==> src/design/svg_pkg.sv <==
// Package for the sphere voxel grid block: geometry constants, config indexes, op codes.
// No dependencies; svg_sqrt and the top level import it.
`default_nettype none
package svg_pkg;
  localparam int GridDim = 64;
  localparam int AxW = $clog2(GridDim);
  localparam int AddrW = 3 * AxW;
  localparam int Depth = GridDim * GridDim * GridDim;
  localparam int RadiusScale = 2;
  localparam int MarkReach = 3 * RadiusScale + 1;
  localparam int SearchStart = 10;
  localparam int SearchStep = 10;
  localparam int SearchLimit = 50;
  localparam logic [31:0] CutoffSq = 32'd256000000;

  typedef logic [1:0] op_t;
  localparam op_t OpClear = 2'd0;
  localparam op_t OpMark = 2'd1;
  localparam op_t OpQuery = 2'd2;
  localparam op_t OpNop = 2'd3;

  typedef logic [2:0] cfg_idx_t;
  localparam cfg_idx_t CfgOrgX = 3'd0;
  localparam cfg_idx_t CfgOrgY = 3'd1;
  localparam cfg_idx_t CfgOrgZ = 3'd2;
  localparam cfg_idx_t CfgCellX = 3'd3;
  localparam cfg_idx_t CfgCellY = 3'd4;
  localparam cfg_idx_t CfgCellZ = 3'd5;

  typedef struct packed {
    op_t op;
    logic signed [15:0] atom_x;
    logic signed [15:0] atom_y;
    logic signed [15:0] atom_z;
    logic [7:0] radius;
  } in_word_t;

  typedef struct packed {
    logic [15:0] distance;
    logic status;
  } out_word_t;

  typedef struct packed {
    logic start;
    logic [31:0] value;
  } sqrt_ctl_t;
endpackage
`default_nettype wire

==> src/design/svg_sqrt.sv <==
// Bit-serial integer square root, one result bit per cycle, 16 result bits.
// Depends on svg_pkg.
`default_nettype none
module svg_sqrt (
  input wire logic clk,
  input wire logic rst,
  input wire svg_pkg::sqrt_ctl_t ctl,
  output logic busy,
  output logic [15:0] root
);
  import svg_pkg::*;
  logic [31:0] rem;
  logic [15:0] res;
  logic [4:0] cnt;
  logic [17:0] trial;

  always_comb begin
    trial = {res, 2'b01};
  end

  logic [33:0] acc;
  logic [33:0] acc_next;
  always_comb begin
    acc_next = {acc[31:0], rem[31:30]};
    if (acc_next >= {16'd0, trial}) begin
      acc_next = acc_next - {16'd0, trial};
    end
  end

  always_ff @(posedge clk) begin
    if (rst) begin
      busy <= 1'b0;
      cnt <= '0;
    end else if (ctl.start) begin
      busy <= 1'b1;
      rem <= ctl.value;
      acc <= '0;
      res <= '0;
      cnt <= 5'd16;
    end else if (busy) begin
      acc <= acc_next;
      res <= {res[14:0], ({acc[31:0], rem[31:30]} >= {16'd0, trial})};
      rem <= {rem[29:0], 2'b00};
      cnt <= cnt - 5'd1;
      if (cnt == 5'd1) busy <= 1'b0;
    end
  end
  assign root = res;
endmodule
`default_nettype wire

==> config.mk <==
export PLATFORM = sky130hd
export DESIGN_NAME = svg_sqrt
export DESIGN_NICKNAME = d
export VERILOG_FILES = /design/src/design/svg_pkg.sv /design/src/design/svg_sqrt.sv
export SDC_FILE = /design/constraint.sdc
export NUM_CORES = 1
export LEC_CHECK = 0
export BUFFER_PORTS_ARGS = -buffer_cell sky130_fd_sc_hd__buf_2
export CORE_MARGIN = 2
export CORE_UTILIZATION = 28
export DETAILED_ROUTE_END_ITERATION = 16
export HOLD_SLACK_MARGIN = 0.03
export SYNTH_ARGS = -nofsm -noshare
export SYNTH_HDL_FRONTEND = slang
export SYNTH_SLANG_ARGS = --single-unit
==> constraint.sdc <==
create_clock -name clk -period 4.8 [get_ports clk]
set_clock_uncertainty 0.05 [all_clocks]
set_input_delay 0.72 -clock clk [delete_from_list [all_inputs] [get_ports clk]]
set_output_delay 0.72 -clock clk [all_outputs]
set_load 0.05 [all_outputs]
* Word level (Yosys, flattened, before mapping)
Cells that the tools add are included.
Storage, ports and cells: output and inout bits 17, memories 0, memory bits (read-only) 0, latch bits 0, register bits 86, logic and storage cells 24, memory bits (writable) 0
Cells by class: reductions and logical operators 3, order comparisons 1, divide/modulo/power cells 0, multiply operators 0, add/subtract/negate cells 2, muxes and demuxes 10, bitwise operators 1, shift-type cells 0, equality and inequality tests 1
Operator list (number):
- 32-bit two-way mux | 4
- 34-bit by 18-bit greater-or-equal comparator with 1-bit output | 1
- 32-bit by 18-bit subtractor with 32-bit output | 1
- 16-bit two-way mux | 1
- 5-bit two-way mux | 2
- 5-bit by 1-bit equality test with 1-bit output, second input constant | 1
- 5-bit by 1-bit subtractor with 5-bit output, second input constant | 1
- 1-bit two-way mux | 3
- 2-bit AND reduction | 1
- 2-bit nonzero test | 1
- 2-bit OR reduction | 1
- 1-bit NOT | 1

* Depth between registers and ports, before layout
depth in word-level cells 4, depth in mapped cells 11

* Least setup slack after synthesis
Ideal clock, no wire load.
path kind input-to-reg, start point input port ctl[32] (netlist bit), end point register acc[0] (enable), arrival 4561 ps, stages 4, path buffers 2, data required time 4231 ps, setup slack -330 ps, library setup time 519 ps, cell sequence clkbuf_1 -> buf_6 -> nor2_1 -> nor2_1
Between the ends: cells in the longest elaborated chain, start to end 2
Ends and longest elaborated chain:
- start, declared | line svg_sqrt.sv:7 | input wire svg_pkg::sqrt_ctl_t ctl,
- 2-bit nonzero test (no line)
- 2-bit AND reduction (no line)
- end signal, assigned | line svg_sqrt.sv:41 | acc <= acc_next;
- end, declared | line svg_sqrt.sv:21 | logic [33:0] acc;
Every way passes these cells. A chain may end at the register's enable or synchronous reset.

* Worst setup path after layout
start point register acc[7], end point register acc[18] (data pin)
Between the ends: cells in the longest elaborated chain, start to end 3
Ends and longest elaborated chain:
- 32-bit by 18-bit subtractor with 32-bit output or 34-bit by 18-bit greater-or-equal comparator with 1-bit output (tied branches) | line svg_sqrt.sv:26, svg_sqrt.sv:25
- 32-bit two-way mux * | line svg_sqrt.sv:25 | if (acc_next >= {16'd0, trial}) begin
- 32-bit two-way mux * | line svg_sqrt.sv:40 | end else if (busy) begin
Mark *: on every way between the ends. The rest lies on a longest branch, timed or not. The select of a mux whose other input is x is not followed.

==> results_dict.tcl <==
set metrics [dict create \
    slew_headroom_pct 34.3 \
    initial_utilization_pct 28.4 \
    row_count 48 \
    cap_violations 0 \
    crit_buf_inv 0 \
    root_buffer "clkbuf_16" \
    vias 3594 \
    insertion_delay_ns 0.35 \
    synthMuxAreaShare_pct 7.83 \
    fmaxAchievable_mhz 287 \
    syn_nets 504 \
    core_area_sq_um 17200 \
    yosysTopAreaCellShare_pct 49.3 \
    track_usage_pct 11.7 \
    crit_fanout 23 \
    avgSynthCellArea_sq_um 10.8 \
    postCtsHoldBufs 0 \
    n_antenna_cell 0 \
    htree_levels 3 \
    cp.required_ns 4.85 \
    nets 553 \
    setup_ws_ns 1.32 \
    synth_top_flop_cell "edfxtp_1" \
    grt_max_degree 92 \
    synth_seq_cells 86 \
    cts_max_path_buffers 2 \
    path_class "flop to flop" \
    ys_seq_area_share_pct 51.8 \
    cpLargestDelayFamily "simple AND/OR/NAND/NOR gates" \
    cts_resized 0 \
    synthSimpleGateAreaFrac_pct 16.6 \
    die-area_sq_um 18500 \
    netSwitchingPower_uw 582 \
    fp.dieH_um 136 \
    synth_cell_type_count 59 \
    fin_crit_ns 3.48 \
    gp_congestion 0.837 \
    intPower_mw 1.46 \
    p_clk_share_pct 35.2 \
    netlist_area_sq_um 4870 \
    fp.dieW_um 136 \
    grt_pass1_vias 3528 \
    clock-sinks 86 \
    syn_to_final_growth_pct 15.9 \
    multi_input_area_sq_um 2160 \
    crit_chain "ha_1 -> nand4_1 -> or4_1 -> or3_4 -> nand3_2 -> nand2b_1 -> nand3_1 -> mux2_2" \
    io_buffers 51 \
    synthTopCellsByArea "edfxtp_1 49%, mux2_2 7.4%, ha_1 5.1%" \
    yosys_warnings 0 \
    synth_top_family_by_area "simple AND/OR/NAND/NOR gates" \
    drt_pre_antenna_iters 4 \
    grt_pass1_wl_um 17200 \
    worst_hold_slack_ns 0.463 \
    slew_viol_final 0 \
    nFillCells 1775 \
    seq_power_share_pct 45.3 \
    synthCells 449 \
    drt-total-wl_um 10100 \
    antenna_found_initial 0 \
    worst_pin_slew_ns 0.986 \
    detail-route-antenna-nets 0 \
    wl_per_cell_um 13.8 \
    power_frac_comb_pct 19.5 \
    cts_buffers 9 \
    cts_setup_buffers 0 \
    synthAdderAreaFrac_pct 5.14 \
    finalSetupTns_ns 0 \
    hold_viol 0 \
    power_density_nw_per_um2 361 \
    grt.overflow.total 0 \
    p_leak_nw 2.14 \
    cts_tree "done" \
    synth_xor_area_share_pct 3.06 \
    drc 0 \
    viasPerCell 4.94 \
    drtIter0Drc 226 \
    hpwlAfterDp_um 7070 \
    cp_slowest_cell "nand2b_1" \
    yosysMostFrequentCell "edfxtp_1" \
    drive_gt1_share_pct 22.7 \
    regArea_sq_um 2520 \
    synth_compound_area_share_pct 11.6 \
    critPathLaunchType "flop" \
    pin_count 52 \
    end_kind "flop" \
    cts.clk_slew.worst_paths_ns 0.07 \
    worstPathArrival_ns 3.54 \
    timing.final.crit_share_pct 72.6 \
    yosys-top-cells-count "80 x edfxtp_1, 45 x nand2_1, 45 x nor2_1" \
    grt_setup_unrepaired "false" \
    async_reset_ff_share_pct 0 \
    synth_top_cell_by_area "edfxtp_1" \
    min_path_type "flop to flop" \
    swShare_pct 28.6 \
    synth_edf_count 80 \
    report.final.setup_viol 0 \
    status "finished clean" \
    vdd.ir_drop.worst_v 0.000217 \
    pre_cts_ws_ns 1.33 \
    cpPeakStageDelay_ns 0.69 \
]
[final cells by class]
type                    instances  area share (%)
inverters                      25            1.66
well taps                     225            4.99
clock inverters                 7            1.40
flip-flops and latches         86            44.7
repair buffers                 55            5.05
multi-input cells             321            38.2
clock buffers                   9            3.99
[per-layer routing]
metal	vias to the layer above	part of all wire, %	track usage (%)
li1	1755	-	-
met1	1741	45	14.6
met2	83	47	18.7
met3	15	6.1	4.18
met4	0	1.5	4.17
met5	-	0	0
[sequential cells by signal, summed over array words and instances, names as in the netlist]
name  cells
acc      32
rem      32
root     16
cnt       5
busy      1
[cell usage in the layout, fill, tap and decap left out, types with 3 or more instances in the layout]
cell / synthesis / routed
edfxtp_1: 80 / 80
buf_2: 2 / 51
nand2_1: 45 / 45
nor2_1: 45 / 44
a21oi_1: 38 / 38
mux2_2: 32 / 32
inv_1: 25 / 25
ha_1: 20 / 20
xor2_1: 12 / 12
nor3_1: 11 / 11
o21ai_0: 11 / 11
nand3_1: 9 / 9
clkbuf_16: 0 / 9
nor4_1: 7 / 7
or4_1: 7 / 7
o31ai_1: 7 / 7
nand2b_1: 6 / 6
dfxtp_1: 6 / 6
nand4_1: 5 / 5
a211oi_1: 5 / 5
and2_1: 5 / 5
xnor2_1: 5 / 5
a21o_1: 4 / 4
or3_1: 4 / 4
inv_6: 0 / 4
buf_4: 1 / 4
a31oi_1: 3 / 3
o211ai_1: 3 / 3
nor2b_1: 3 / 3
[logic make-up (layout without fill, tap and decap cells)]
| family | after synthesis | count (layout) |
|---|---|---|
| compound gates | 89 | 89 |
| buf+inv | 42 | 96 |
| fa+ha+maj | 20 | 20 |
| simple gates | 161 | 161 |
| flops | 86 | 86 |
| xor+xnor | 17 | 17 |
| mux | 34 | 34 |
[worst register-to-register path, delay by kind of cell (launching register included)]
family	cells	cell delay, ns
multiplexers	1	0.30
adder cells (fa/ha/maj)	1	0.42
AND/OR/NAND/NOR	6	2.06
flip-flops	1	0.41
[power by group through the flow]
| stage | sequential, mW | combinational [mW] | clock [mW] |
|---|---|---|---|
| finish | 0.923 | 0.397 | 0.718 |
| global route | 0.930 | 0.443 | 0.764 |
| detailed placement | 0.939 | 0.395 | 0 |
| CTS | 0.923 | 0.398 | 0.742 |
| global placement | 0.936 | 0.387 | 0 |
| floorplan | 0.961 | 0.283 | 0 |
[worst paths after layout]
path / slack, ns / cells past startpoint / end / start
setup / recovery: 1.32 / 8 / acc[18] / acc[7]
hold / removal: 0.46 / 2 / cnt[1] / cnt[1]
setup reg to reg: 1.32 / 8 / acc[18] / acc[7]
hold reg to reg: 0.46 / 2 / cnt[1] / cnt[1]
[stage by stage]
stage	utilization (%)	instance area [sq um]	total power, mW	cells
after floorplan	-	4870	1.24	449
after global placement	31.1	5340	1.32	712
after detailed placement	31.1	5340	1.33	712
after CTS	32.9	5650	2.06	728
after global routing	32.9	5650	2.14	728
final	32.9	5650	2.04	728
Power figures use the tool's default switching activity.
